`config.mk`:
```
export PLATFORM = sky130hd
export DESIGN_NAME = canonical_huffman_codebook
export DESIGN_NICKNAME = d
export VERILOG_FILES = /design/src/sv/chc_pkg.sv /design/src/sv/chc_table.sv /design/src/sv/chc_unit.sv /design/src/sv/canonical_huffman_codebook.sv
export SDC_FILE = /design/constraint.sdc
export NUM_CORES = 2
export LEC_CHECK = 0
export BUFFER_PORTS_ARGS = -buffer_cell sky130_fd_sc_hd__buf_2
export CAP_MARGIN = 20
export CORE_ASPECT_RATIO = 1.2
export CORE_MARGIN = 3
export CORE_UTILIZATION = 45
export DETAILED_ROUTE_END_ITERATION = 8
export PLACE_DENSITY = 0.68
export SLEW_MARGIN = 5
export SYNTH_ARGS = -nofsm -noshare
export SYNTH_HDL_FRONTEND = slang
export SYNTH_SLANG_ARGS = --single-unit
```
`constraint.sdc`:
```
create_clock -name clk -period 5.4 [get_ports clk]
set_input_delay 1.08 -clock clk [delete_from_list [all_inputs] [get_ports clk]]
set_output_delay 1.08 -clock clk [all_outputs]
set_load 0.05 [all_outputs]
```
`src/sv/chc_pkg.sv`:
```
// Shared types, constants and helpers for the canonical Huffman codebook.
// Used by chc_table, chc_unit and canonical_huffman_codebook; depends on nothing.
package chc_pkg;

    // Default sizing
    localparam int SYMBOLS_DEF = 128;
    localparam int MAX_LEN_DEF = 32;

    // Field widths
    localparam int MODE_W = 2;
    localparam int SYM_W  = 7;
    localparam int LEN_W  = 6;
    localparam int CODE_W = 32;

    // Longest storable code and widest decode count
    localparam int LEN_CAP   = 32;
    localparam int COUNT_CAP = 63;

    // Request modes
    localparam logic [MODE_W-1:0] MODE_WRITE  = 2'd0;
    localparam logic [MODE_W-1:0] MODE_READ   = 2'd1;
    localparam logic [MODE_W-1:0] MODE_DECODE = 2'd2;

    // Shared unit operations
    localparam logic [1:0] OP_IDLE  = 2'd0;
    localparam logic [1:0] OP_KRAFT = 2'd1;
    localparam logic [1:0] OP_NEG   = 2'd2;
    localparam logic [1:0] OP_RANK  = 2'd3;

    // Per-cycle command to the shared unit
    typedef struct packed {
        logic [1:0] op;
        logic       first;
        logic       tie;
    } chc_ctl_t;

    // Mask of the low len bits, len from 0 to 32
    function automatic logic [CODE_W-1:0] len_mask(input logic [LEN_W-1:0] len);
        return ~({CODE_W{1'b1}} << len);
    endfunction

endpackage

```
`src/sv/chc_table.sv`:
```
// Code length store: one write port, one registered read port, per-entry valid bits.
// Depends on chc_pkg.
module chc_table #(
    parameter int SYMBOLS = chc_pkg::SYMBOLS_DEF
) (
    input  logic                         clk,
    input  logic                         rst_n,
    input  logic                         wr_en,
    input  logic [$clog2(SYMBOLS)-1:0]   wr_addr,
    input  logic [chc_pkg::LEN_W-1:0]    wr_len,
    input  logic [$clog2(SYMBOLS)-1:0]   rd_addr,
    output logic [chc_pkg::LEN_W-1:0]    rd_len,
    output logic [$clog2(SYMBOLS)-1:0]   rd_idx
);
    import chc_pkg::*;

    localparam int IDX_W = $clog2(SYMBOLS);

    logic [LEN_W-1:0] mem [SYMBOLS];
    logic [SYMBOLS-1:0] valid_reg;
    logic [LEN_W-1:0] rd_data_reg;
    logic             rd_vld_reg;
    logic [IDX_W-1:0] rd_idx_reg;

    // Write the entry and read the addressed one
    always_ff @(posedge clk)
    begin
        if (wr_en)
        begin
            mem[wr_addr] <= wr_len;
        end
        rd_data_reg <= mem[rd_addr];
        rd_idx_reg  <= rd_addr;
    end

    // Mark written entries; an entry never written reads as absent
    always_ff @(posedge clk or negedge rst_n)
    begin
        if (!rst_n)
        begin
            valid_reg  <= '0;
            rd_vld_reg <= 1'b0;
        end
        else
        begin
            if (wr_en)
            begin
                valid_reg[wr_addr] <= 1'b1;
            end
            rd_vld_reg <= valid_reg[rd_addr];
        end
    end

    assign rd_len = rd_vld_reg ? rd_data_reg : '0;
    assign rd_idx = rd_idx_reg;

endmodule

```
`src/sv/chc_unit.sv`:
```
// Shared accumulate unit: one adder that sums code space, negates and counts rank.
// Depends on chc_pkg.
module chc_unit #(
    parameter int SYMBOLS = chc_pkg::SYMBOLS_DEF
) (
    input  logic                         clk,
    input  logic                         rst_n,
    input  chc_pkg::chc_ctl_t            ctl,
    input  logic [chc_pkg::LEN_W-1:0]    ent_len,
    input  logic [$clog2(SYMBOLS)-1:0]   ent_idx,
    input  logic [chc_pkg::LEN_W-1:0]    tgt_len,
    input  logic [$clog2(SYMBOLS)-1:0]   tgt_sym,
    input  logic [chc_pkg::CODE_W-1:0]   bits,
    output logic [chc_pkg::CODE_W-1:0]   acc,
    output logic                         hit
);
    import chc_pkg::*;

    logic [CODE_W-1:0] acc_reg;
    logic [CODE_W-1:0] acc_next;
    logic [CODE_W-1:0] opa;
    logic [CODE_W-1:0] opb;
    logic              cin;
    logic              en;
    logic              take;
    logic              same_len;
    logic [4:0]        sh;
    logic [CODE_W-1:0] sum;

    // Entry counts toward the code space below the target
    assign same_len = (ent_len == tgt_len) && (ent_len != '0);
    assign take = (ent_len != '0) &&
                  ((ent_len < tgt_len) || (ctl.tie && same_len && (ent_idx < tgt_sym)));
    assign sh = 5'(tgt_len - ent_len);

    // Select operands for the single adder
    always_comb
    begin
        opa = acc_reg;
        opb = '0;
        cin = 1'b0;
        en  = 1'b0;
        case (ctl.op)
            OP_KRAFT:
            begin
                opa = ctl.first ? '0 : acc_reg;
                opb = take ? (CODE_W'(1) << sh) : '0;
                en  = 1'b1;
            end
            OP_NEG:
            begin
                opa = bits;
                opb = ~acc_reg;
                cin = 1'b1;
                en  = 1'b1;
            end
            OP_RANK:
            begin
                opb = '1;
                en  = same_len;
            end
            default:
            begin
                en = 1'b0;
            end
        endcase
    end

    assign sum      = opa + opb + {{(CODE_W-1){1'b0}}, cin};
    assign acc_next = en ? sum : acc_reg;

    always_ff @(posedge clk or negedge rst_n)
    begin
        if (!rst_n)
        begin
            acc_reg <= '0;
        end
        else
        begin
            acc_reg <= acc_next;
        end
    end

    // Rank reached zero on a code of the target length
    assign hit = (ctl.op == OP_RANK) && same_len && ((acc_reg & len_mask(tgt_len)) == '0);
    assign acc = acc_reg;

endmodule

```
`src/sv/canonical_huffman_codebook.sv`:
```
// Canonical Huffman codebook top level: request sequencer, decode state, result register.
// Depends on chc_pkg, chc_table and chc_unit.
//
//  channel  | handshake            | payload
//  ---------+----------------------+------------------------------------------------
//  request  | req_valid, req_stall | mode, symbol, code_length, coded_bit
//  result   | res_valid, res_stall | codeword, length_out, symbol_out, valid_res, error
//
// Write and unused requests go straight to the result stage. A codeword read makes one pass of
// the length table through the shared adder. A decode bit makes two passes (one sums shorter
// code space, one counts rank), or none once the bit count passes 32. Length table read port
// sets the pace, one entry a cycle.
// Reset clears the table valid bits and decode state at once; no clearing pass.
// req_stall is high from acceptance until the result enters the result register;
// a request is taken while an earlier result still waits under res_stall.
module canonical_huffman_codebook #(
    parameter int SYMBOLS = chc_pkg::SYMBOLS_DEF,
    parameter int MAX_LEN = chc_pkg::MAX_LEN_DEF
) (
    input  logic                         clk,
    input  logic                         rst_n,
    input  logic                         req_valid,
    output logic                         req_stall,
    input  logic [chc_pkg::MODE_W-1:0]   mode,
    input  logic [chc_pkg::SYM_W-1:0]    symbol,
    input  logic [chc_pkg::LEN_W-1:0]    code_length,
    input  logic                         coded_bit,
    output logic                         res_valid,
    input  logic                         res_stall,
    output logic [chc_pkg::CODE_W-1:0]   codeword,
    output logic [chc_pkg::LEN_W-1:0]    length_out,
    output logic [chc_pkg::SYM_W-1:0]    symbol_out,
    output logic                         valid_res,
    output logic                         error
);
    import chc_pkg::*;

    localparam int IDX_W = $clog2(SYMBOLS);
    localparam logic [LEN_W-1:0] LIMIT = LEN_W'((MAX_LEN < COUNT_CAP) ? MAX_LEN : COUNT_CAP);
    localparam logic [LEN_W-1:0] LEN_TOP = LEN_W'(LEN_CAP);
    localparam logic [IDX_W-1:0] LAST_IDX = IDX_W'(SYMBOLS - 1);

    // Sequencer states
    localparam logic [2:0] S_IDLE  = 3'd0;
    localparam logic [2:0] S_LKLEN = 3'd1;
    localparam logic [2:0] S_WALK  = 3'd2;
    localparam logic [2:0] S_TAIL  = 3'd3;
    localparam logic [2:0] S_FIN   = 3'd4;
    localparam logic [2:0] S_DONE  = 3'd5;

    logic [2:0]        state_reg, state_next;
    logic              lookup_reg, lookup_next;
    logic              pass_reg, pass_next;
    logic [IDX_W-1:0]  addr_reg, addr_next;
    logic [LEN_W-1:0]  len_reg, len_next;
    logic [IDX_W-1:0]  sym_reg, sym_next;
    logic [CODE_W-1:0] bits_reg, bits_next;
    logic [LEN_W-1:0]  count_reg, count_next;
    chc_ctl_t          ctl_reg, ctl_next;

    logic [CODE_W-1:0] pcode_reg, pcode_next;
    logic [LEN_W-1:0]  plen_reg, plen_next;
    logic [SYM_W-1:0]  psym_reg, psym_next;
    logic              pvld_reg, pvld_next;
    logic              perr_reg, perr_next;

    logic              res_valid_reg, res_valid_next;
    logic [CODE_W-1:0] codeword_reg, codeword_next;
    logic [LEN_W-1:0]  length_out_reg, length_out_next;
    logic [SYM_W-1:0]  symbol_out_reg, symbol_out_next;
    logic              valid_res_reg, valid_res_next;
    logic              error_reg, error_next;

    logic              tbl_wr_en;
    logic [IDX_W-1:0]  tbl_rd_addr;
    logic [LEN_W-1:0]  tbl_rd_len;
    logic [IDX_W-1:0]  tbl_rd_idx;
    logic [LEN_W-1:0]  wr_len;
    logic [CODE_W-1:0] u_acc;
    logic              u_hit;
    logic              sym_ok;
    logic [IDX_W-1:0]  sym_idx;
    logic [CODE_W-1:0] bits_new;
    logic [LEN_W-1:0]  count_new;

    chc_table #(
        .SYMBOLS (SYMBOLS)
    ) u_table (
        .clk     (clk),
        .rst_n   (rst_n),
        .wr_en   (tbl_wr_en),
        .wr_addr (sym_idx),
        .wr_len  (wr_len),
        .rd_addr (tbl_rd_addr),
        .rd_len  (tbl_rd_len),
        .rd_idx  (tbl_rd_idx)
    );

    chc_unit #(
        .SYMBOLS (SYMBOLS)
    ) u_unit (
        .clk     (clk),
        .rst_n   (rst_n),
        .ctl     (ctl_reg),
        .ent_len (tbl_rd_len),
        .ent_idx (tbl_rd_idx),
        .tgt_len (len_reg),
        .tgt_sym (sym_reg),
        .bits    (bits_reg),
        .acc     (u_acc),
        .hit     (u_hit)
    );

    // Decode request fields
    assign sym_ok    = 32'(symbol) < 32'(SYMBOLS);
    assign sym_idx   = IDX_W'(symbol);
    assign wr_len    = (code_length > LEN_TOP) ? LEN_TOP : code_length;
    assign bits_new  = {bits_reg[CODE_W-2:0], coded_bit};
    assign count_new = count_reg + LEN_W'(1);

    // Sequence one request through the table and the shared unit
    always_comb
    begin
        state_next  = state_reg;
        lookup_next = lookup_reg;
        pass_next   = pass_reg;
        addr_next   = addr_reg;
        len_next    = len_reg;
        sym_next    = sym_reg;
        bits_next   = bits_reg;
        count_next  = count_reg;
        ctl_next    = '{op: OP_IDLE, first: 1'b0, tie: 1'b0};
        pcode_next  = pcode_reg;
        plen_next   = plen_reg;
        psym_next   = psym_reg;
        pvld_next   = pvld_reg;
        perr_next   = perr_reg;
        tbl_wr_en   = 1'b0;
        tbl_rd_addr = addr_reg;

        res_valid_next  = res_valid_reg & res_stall;
        codeword_next   = codeword_reg;
        length_out_next = length_out_reg;
        symbol_out_next = symbol_out_reg;
        valid_res_next  = valid_res_reg;
        error_next      = error_reg;

        case (state_reg)
            S_IDLE:
            begin
                if (req_valid)
                begin
                    pcode_next = '0;
                    plen_next  = '0;
                    psym_next  = '0;
                    pvld_next  = 1'b0;
                    perr_next  = 1'b0;
                    state_next = S_DONE;
                    case (mode)
                        MODE_WRITE:
                        begin
                            tbl_wr_en = sym_ok;
                        end
                        MODE_READ:
                        begin
                            if (sym_ok)
                            begin
                                tbl_rd_addr = sym_idx;
                                sym_next    = sym_idx;
                                lookup_next = 1'b1;
                                state_next  = S_LKLEN;
                            end
                        end
                        MODE_DECODE:
                        begin
                            bits_next  = bits_new;
                            count_next = count_new;
                            if (count_new <= LEN_TOP)
                            begin
                                len_next    = count_new;
                                lookup_next = 1'b0;
                                pass_next   = 1'b0;
                                addr_next   = '0;
                                state_next  = S_WALK;
                            end
                            else if (count_new >= LIMIT)
                            begin
                                perr_next  = 1'b1;
                                bits_next  = '0;
                                count_next = '0;
                            end
                        end
                        default:
                        begin
                            state_next = S_DONE;
                        end
                    endcase
                end
            end
            S_LKLEN:
            begin
                // Absent symbol answers with zeros
                len_next = tbl_rd_len;
                if (tbl_rd_len == '0)
                begin
                    state_next = S_DONE;
                end
                else
                begin
                    pass_next  = 1'b0;
                    addr_next  = '0;
                    state_next = S_WALK;
                end
            end
            S_WALK:
            begin
                if (pass_reg && u_hit)
                begin
                    plen_next  = len_reg;
                    psym_next  = SYM_W'(tbl_rd_idx);
                    pvld_next  = 1'b1;
                    bits_next  = '0;
                    count_next = '0;
                    state_next = S_DONE;
                end
                else
                begin
                    // Issue the next entry and advance
                    tbl_rd_addr = addr_reg;
                    ctl_next    = '{op:    (pass_reg ? OP_RANK : OP_KRAFT),
                                    first: (!pass_reg && (addr_reg == '0)),
                                    tie:   lookup_reg};
                    addr_next   = addr_reg + IDX_W'(1);
                    if (addr_reg == LAST_IDX)
                    begin
                        state_next = S_TAIL;
                    end
                end
            end
            S_TAIL:
            begin
                if (pass_reg && u_hit)
                begin
                    plen_next  = len_reg;
                    psym_next  = SYM_W'(tbl_rd_idx);
                    pvld_next  = 1'b1;
                    bits_next  = '0;
                    count_next = '0;
                    state_next = S_DONE;
                end
                else
                begin
                    state_next = S_FIN;
                end
            end
            S_FIN:
            begin
                if (lookup_reg)
                begin
                    pcode_next = u_acc & len_mask(len_reg);
                    plen_next  = len_reg;
                    pvld_next  = 1'b1;
                    state_next = S_DONE;
                end
                else if (!pass_reg)
                begin
                    // Turn the code space sum into the rank to find
                    ctl_next   = '{op: OP_NEG, first: 1'b0, tie: 1'b0};
                    pass_next  = 1'b1;
                    addr_next  = '0;
                    state_next = S_WALK;
                end
                else
                begin
                    if (count_reg >= LIMIT)
                    begin
                        perr_next  = 1'b1;
                        bits_next  = '0;
                        count_next = '0;
                    end
                    state_next = S_DONE;
                end
            end
            S_DONE:
            begin
                // Hold until the result register is free
                if (!res_valid_reg || !res_stall)
                begin
                    res_valid_next  = 1'b1;
                    codeword_next   = pcode_reg;
                    length_out_next = plen_reg;
                    symbol_out_next = psym_reg;
                    valid_res_next  = pvld_reg;
                    error_next      = perr_reg;
                    state_next      = S_IDLE;
                end
            end
            default:
            begin
                state_next = S_IDLE;
            end
        endcase
    end

    // Control and decode state
    always_ff @(posedge clk or negedge rst_n)
    begin
        if (!rst_n)
        begin
            state_reg     <= S_IDLE;
            lookup_reg    <= 1'b0;
            pass_reg      <= 1'b0;
            addr_reg      <= '0;
            bits_reg      <= '0;
            count_reg     <= '0;
            ctl_reg       <= '{op: OP_IDLE, first: 1'b0, tie: 1'b0};
            res_valid_reg <= 1'b0;
        end
        else
        begin
            state_reg     <= state_next;
            lookup_reg    <= lookup_next;
            pass_reg      <= pass_next;
            addr_reg      <= addr_next;
            bits_reg      <= bits_next;
            count_reg     <= count_next;
            ctl_reg       <= ctl_next;
            res_valid_reg <= res_valid_next;
        end
    end

    // Payload registers
    always_ff @(posedge clk)
    begin
        len_reg        <= len_next;
        sym_reg        <= sym_next;
        pcode_reg      <= pcode_next;
        plen_reg       <= plen_next;
        psym_reg       <= psym_next;
        pvld_reg       <= pvld_next;
        perr_reg       <= perr_next;
        codeword_reg   <= codeword_next;
        length_out_reg <= length_out_next;
        symbol_out_reg <= symbol_out_next;
        valid_res_reg  <= valid_res_next;
        error_reg      <= error_next;
    end

    assign req_stall  = (state_reg != S_IDLE);
    assign res_valid  = res_valid_reg;
    assign codeword   = codeword_reg;
    assign length_out = length_out_reg;
    assign symbol_out = symbol_out_reg;
    assign valid_res  = valid_res_reg;
    assign error      = error_reg;

    // A result never reports both a symbol and an error
    a_vld_err_excl: assert property (@(posedge clk) disable iff (!rst_n)
        res_valid |-> !(valid_res && error))
        else $error("result flags both symbol and error");

    // Results without a symbol carry zero fields
    a_empty_zero: assert property (@(posedge clk) disable iff (!rst_n)
        (res_valid && !valid_res) |-> (codeword == '0 && length_out == '0 && symbol_out == '0))
        else $error("empty result carries nonzero fields");

    // Decode count stays below the limit between requests
    a_count_lim: assert property (@(posedge clk) disable iff (!rst_n)
        (state_reg == S_IDLE) |-> (count_reg < LIMIT))
        else $error("decode count reached the limit without clearing");

    // Rank hits only during the second decode pass
    a_hit_pass: assert property (@(posedge clk) disable iff (!rst_n)
        u_hit |-> (pass_reg && !lookup_reg))
        else $error("rank hit outside the decode rank pass");

endmodule
```
# Word-level counts from Yosys, hierarchy flattened
# Memory sizes are Yosys's and may differ from the RTL's. A register that Yosys moved wholly into a read port is not among the register bits.
# Cells that the tools add are included.
[classes]
add_sub_neg = 5
magnitude_cmp = 9
n_eq_ne = 26
shift = 2
n_mux = 97
bitwise_logic = 5
n_reduce_logical = 42
[op_table]
columns = ["cell", "count"]
rows = [
  ["32-bit two-way mux", 12],
  ["32-bit one-hot mux with 3 select lines", 2],
  ["128-bit OR", 1],
  ["32-bit one-hot mux with 2 select lines", 2],
  ["6-bit two-way mux", 16],
  ["7-bit two-way mux", 12],
  ["32-bit inverter", 2],
  ["6-bit one-hot mux with 3 select lines", 2],
  ["32-bit by 1-bit adder with 32-bit output", 1],
  ["32-bit adder", 1],
  ["32-bit bitwise AND", 1],
  ["32-bit logical NOT", 1],
  ["1-bit by 5-bit << shifter with 32-bit output (first input constant)", 1],
  ["32-bit by 6-bit << shifter with 32-bit output (first input constant)", 1],
  ["7-bit one-hot mux with 4 select lines", 1],
  ["1-bit two-way mux", 26],
  ["3-bit two-way mux", 8],
  ["2-bit inequality test (second input constant)", 11],
  ["3-bit one-hot mux with 6 select lines", 1],
  ["7-bit by 8-bit < comparator with 1-bit output (second input constant)", 2],
  ["7-bit one-hot mux with 2 select lines", 1],
  ["6-bit greater-or-equal comparator (second input constant)", 2],
  ["4-bit two-way mux", 3],
  ["6-bit one-hot mux with 2 select lines", 1],
  ["other kinds (44)", 75],
]
[totals]
reg_bits = 330
ramBits = 768
out_inout_bits = 49
word_cells = 213
n_memories = 1
[mem_list]
columns = ["name", "depth", "word_bits", "rd", "rd_ports_with_merged_regs", "write_ports", "line", "rtl"]
rows = [
  ["u_table.mem", 128, 6, 1, 1, 1, "chc_table.sv:19", "logic [LEN_W-1:0] mem [SYMBOLS];"],
]

# Depth between registers and ports, before layout
[depth]
word_depth = 11
mapped_depth = 23
mapped_depth_nobuf = 23

# Hierarchy
# A second synthesis with hierarchy kept.
[unflattened]
cells_unflattened = 2754
hier_area_um2 = 46684.8
[modules_own_cells]
columns = ["module", "n_inst", "cells_each", "area_each_um2", "seq_area_each_um2"]
rows = [
  ["chc_table", 1, 1613, 35283.8, 26550.5],
  ["canonical_huffman_codebook", 1, 489, 6610.1, 4589.4],
  ["chc_unit", 1, 652, 4790.8, 800.8],
]

# Least setup slack after synthesis
# Ideal clock, no wire load.
[synth_timing]
kind = "register to register"
from = "reg len_reg[1]"
to = "reg u_unit.acc_reg[28], in the netlist u_unit.acc[28]"
arrival_ns = 5.201
t_required_ns = 5.331
setup_slack_ns = 0.130
stages_incl_launch_ff = 23
path_buffers = 1
synth_period_minus_slack_ns = 5.270
cell_sequence = "edfxtp_1 > clkbuf_1 > clkinv_1 > ha_1 > a21oi_1 > nor2_1 > nor4bb_1 > nor2_1 > or4_1 > o21ai_0 > nand2b_1 > fa_1 > inv_1 > fa_1 > a21o_1 > a21oi_1 > o21ai_0 > a311o_1 > a31o_2 > a311o_1 > a31oi_1 > or4b_2 > nand3_1"
[synth_between]
elab_chain_cells = 10
[synth_rtl]
columns = ["item", "line", "rtl"]
rows = [
  ["start: declaration", "canonical_huffman_codebook.sv:55", "logic [LEN_W-1:0] len_reg, len_next;"],
  ["start signal: assignment", "canonical_huffman_codebook.sv:335", "len_reg <= len_next;"],
  ["branches (longest 10 deep; another with 32-bit adder)", "-", ""],
  ["end signal: assignment", "chc_unit.sv:80", "acc_reg <= acc_next;"],
  ["end: declaration", "chc_unit.sv:19", "logic [CODE_W-1:0] acc_reg;"],
]
# Several ways; the timed one is not identified.
# A chain may end at the register's enable or synchronous reset.

# Final worst setup path
[layout_timing]
from = "reg u_table.rd_vld_reg"
to = "reg u_unit.acc_reg[28], in the netlist u_unit.acc[28]"
[layout_between]
elab_chain_cells = 11
[layout_rtl]
columns = ["item", "line", "rtl"]
rows = [
  ["start: declaration", "chc_table.sv:22", "logic rd_vld_reg;"],
  ["start signal: assignment", "chc_table.sv:50", "rd_vld_reg <= valid_reg[rd_addr];"],
  ["6-bit two-way mux *", "chc_table.sv:54", "assign rd_len = rd_vld_reg ? rd_data_reg : '0;"],
  ["branches (longest 10 deep; another with 32-bit adder)", "-", ""],
]
# Every way passes the cells marked *.

==> summary by stage <==
Run
The tool flagged a number of max-cap violations equal to 0.

Layout
The utilization after layout is 51.6%. The growth of design area from synthesis to finish is 13.1%. The final layout contains 4020 nets. The share of layout cells above drive strength 1 is 14.1%. The number of fillers in the final layout is 8704. The most common library cell in the layout ignoring fill and taps is edfxtp_1. The register with the most flip-flops in the layout has 768 of them. Once layout is complete, the cells apart from fillers number 5408. In the layout the commonest cells are 875 x edfxtp_1, 708 x nand2_1, 242 x nor2_1.

Synthesis
The number of nets in the synthesized netlist is 3923. The most used flip-flop cell after synthesis is edfxtp_1. Of the synthesized area, sequential elements account for 67.4%. In the post-synthesis netlist, the biggest area contributors are edfxtp_1 55%, dfrtp_1 11%, nand2_1 5.7%. The cell count after synthesis is 3842.

The synthesized design contains 875 enable-type register cells. The Yosys warning count is 0. Averaged over all synthesized cells, the footprint is 12.3 um^2.

In this run the biggest area consumer among cell types represents 55.5% of the synthesized area. The synthesized design contains 1104 register bits. Yosys mapped the design onto 76 distinct sky130hd cell types. The area of the mapped netlist is 47400 um^2. The proportion of synthesized flip-flops having asynchronous set or reset is 19.6%.

The synthesized design spends more area on one cell type than any other, namely edfxtp_1.

Clock network
The total CTS buffers is 108. CTS placed an instance of clkbuf_16 at the clock tree root. Counting along the longest clock path gives a buffer depth of 3. The clock latency on the worst-skew pair is 0.70 ns.

The number of sinks on the clock net is 1104. TritonCTS built the clock tree. After clock tree synthesis, the clock-pin slew on the worst setup and hold paths is 0.06 ns.

The clock tree synthesis step divided the H-tree into 3 levels.

Timing
The worst path needs 5.13 ns of the cycle, external delays included. In the finished design, the share of the clock period the worst path needs comes to 95.1%. The transition at the pin with the smallest max-transition slack is 1.13 ns. The setup-violating endpoint count in the final report is 0.

The worst pin sits at a relative slew slack of 24.8%. Clock skew on the completed layout was measured at 0.0566 ns. The highest clock frequency the design can meet is 195 MHz.

The final hold violation count was 0. The final max-slew violation count is 0.

Outcome
The flow ran to the end, and the final reports show no timing, DRC or antenna violations.

Pwr
The leakage dissipation is 20.2 nW. Net switching is 32.0% of the power. The fraction of power consumed by combinational cells is 23.4%. The worst vdd rail ir drop is 0.000329 V. The analysis attributes to net switching a power of 0.00738 W. The design draws 0.0230 W. The internal power summed over all cells is 0.0157 W. Dividing total power by cell area gives a power density of 430 nW/um^2. The share of total power dissipated in the clock network is 33.6%. In this run, flip-flops and latches consume 43.0% of the power.

Global route
The initial antenna violation count is 2. The overall fraction of global-route tracks in use is 23.3%. The total overflow reported by the global router is 0. The first-pass GRT wire length is 194 mm. The pin count of the biggest net entering global routing is 97.

The number of global-route vias before repair came to 31100.

Setup path
The type of the worst setup path is flop to flop. The worst flop-to-flop path startpoint is u_table.rd_vld_reg$_DFF_PN0_. Together, buffers and inverters on the worst path number 2. The signal on the critical path passes through and2_1 > ha_1 > nand4_1 > nor2_2 > o2111ai_1 > a21oi_2 > buf_4 > nor2_1 > or4_1 > o21ai_0 > nand2b_1 > fa_2 > inv_1 > fa_1 > a21o_1 > a21oi_1 > o21ai_2 > a311o_1 > a31o_2 > a311o_1 > a31oi_1 > or4b_2 > nand3_1. In this run the worst path has a maximum fanout of 7. The critical path capture point type is a flop.

The standard cell with the maximum stage delay on the critical path is or4b_2. The data arrival time of the worst path is 5.76 ns. The sort of element at the start of the critical path is a flop. The largest delay contributor family on the critical path is simple AND/OR/NAND/NOR gates.

The start point of the critical path is u_table.rd_vld_reg$_DFF_PN0_. The largest incremental delay on the critical path is 0.61 ns. For the worst setup path, the data required time is 6.02 ns. Counting stages on the worst path, the most repeated cell is a311o_1.

Floorplan
The horizontal die dimension is 302 um. The effective utilization at floorplan is 45.6%. The die covers 109000 um^2.

The total number of placement rows is 129. The placeable core region is 104000 um^2. In this run the count of I/O pins placed on the die edge is 69. The vertical extent of the die is 361 um.

Drt
The final routed wire length divided by cell count is 23.8 um. In the detailed route, the total length drawn on met2 is 61.0 mm. For this block, the via count after detailed routing is 32200. The post-detailed-route count of antenna-violating nets is 0. Using the TritonRoute via totals, the vias-per-cell ratio works out to 5.95. Before antenna repair, the detailed router went through 6 iterations. Routed signal wires occupy layers up through met5. The remaining design rule violation count is 0.

The starting DRC count in detailed routing is 3626. The post-route met1 wirelength is 51.9 mm. Summed over all layers, the routed wires come to 129 mm. The detailed route wirelength on metal3 is 11.1 mm.

Place
Input and output buffers added on the ports amount to 68. After detailed placement, the design holds a cell count of 5203. The final weighted congestion of routability-driven global placement is 0.922. After legalization and detailed placement, the total HPWL measured 81.5 mm.

Hold path
The path category of the worst min-delay check is primary input to async pin.
## synth_stat cells (all sizes together), types with 23 or more instances
cell type,number
a211oi,87
a21oi,154
a221oi,32
a22o,32
a311oi,44
a31oi,53
a32oi,42
and3,70
buf,77
clkbuf,147
dfrtp,216
edfxtp,875
ha,58
inv,84
mux2i,104
nand2,713
nand3,139
nand4,28
nor2,247
nor3,41
o21ai,156
o22ai,25
or2,133
xor2,23
## layer usage
| metal | vias to the layer above | GRT usage (%) |
|---|---|---|
| met4 | 2 | 8.77 |
| met3 | 303 | 3.35 |
| li1 | 14400 | - |
| met5 | - | 0 |
| met1 | 15900 | 32.1 |
| met2 | 1551 | 37.4 |
## cell type report
type                       instances  area [um^2]  share of cell area (%)
sequential                      1104        31900                    59.6
clock inverter                    52          684                    1.28
timing repair buffer             211         1580                    2.94
clock buffer                     151         2980                    5.57
antenna                            1         2.50                 0.00467
multi-input combinational       2426        14300                    26.7
inverter                          88          345                   0.645
tap                             1375         1720                    3.21
## metrics by stage
step / setup TNS (ns) / setup slack, ns / hold WS [ns] / instance area [um^2]
global route: -0.00792 / -0.00792 / 0.374 / 53600
CTS: 0 / 0.0450 / 0.372 / 53500
detailed placement: 0 / 0.00380 / 0.405 / 49800
finish: 0 / 0.267 / 0.326 / 53600
global placement: 0 / 0.0630 / 0.402 / 49800
floorplan: 0 / 0.130 / 0.400 / 47400
## final timing paths
path / cells past startpoint / slack, ns / endpoint
worst max register to register: 23 / 0.27 / u_unit.acc[28]$_DFFE_PN0P_
worst max-delay path: 23 / 0.27 / u_unit.acc[28]$_DFFE_PN0P_
max in group asynchronous: 2 / 3.79 / u_table.valid_reg[45]$_DFFE_PN0P_
worst min register to register: 0 / 0.42 / symbol_out[4]$_DFFE_PP_
worst min-delay path: 1 / 0.33 / u_table.valid_reg[70]$_DFFE_PN0P_
min in group clk: 0 / 0.42 / symbol_out[4]$_DFFE_PP_
## kinds of logic (layout without fill, tap and decap cells)
family | after synthesis | in the layout | synth area share (%)
AO/OA/AOI/OAI | 741 | 741 | 10.6
XOR/XNOR | 36 | 36 | 0.666
adder cells (fa/ha/maj) | 61 | 61 | 1.66
buffers and inverters | 312 | 502 | 2.86
flip-flops | 1104 | 1104 | 67.4
multiplexers | 119 | 119 | 2.84
other | 0 | 1 | 0
AND/OR/NAND/NOR | 1469 | 1469 | 13.9
## power by group through the flow
stage               registers [W]  clock network (W)  logic [W]
finish                    0.00990            0.00774    0.00540
floorplan                  0.0101                  0    0.00339
detailed placement         0.0101                  0    0.00529
CTS                       0.00990            0.00783    0.00532
global placement           0.0101                  0    0.00525
global route              0.00994            0.00817    0.00579
## timing repair
| item | CTS | global route |
|---|---|---|
| endpoints found under the hold margin | 0 | 0 |
| pin swaps | 0 | 5 |
| buffers inserted | 0 | 1 |
| endpoints found under the setup margin | 1 | 11 |
| resized for setup | 1 | 18 |
| hold buffers | 0 | 0 |
No activity file was read; power rests on OpenSTA's default activity.
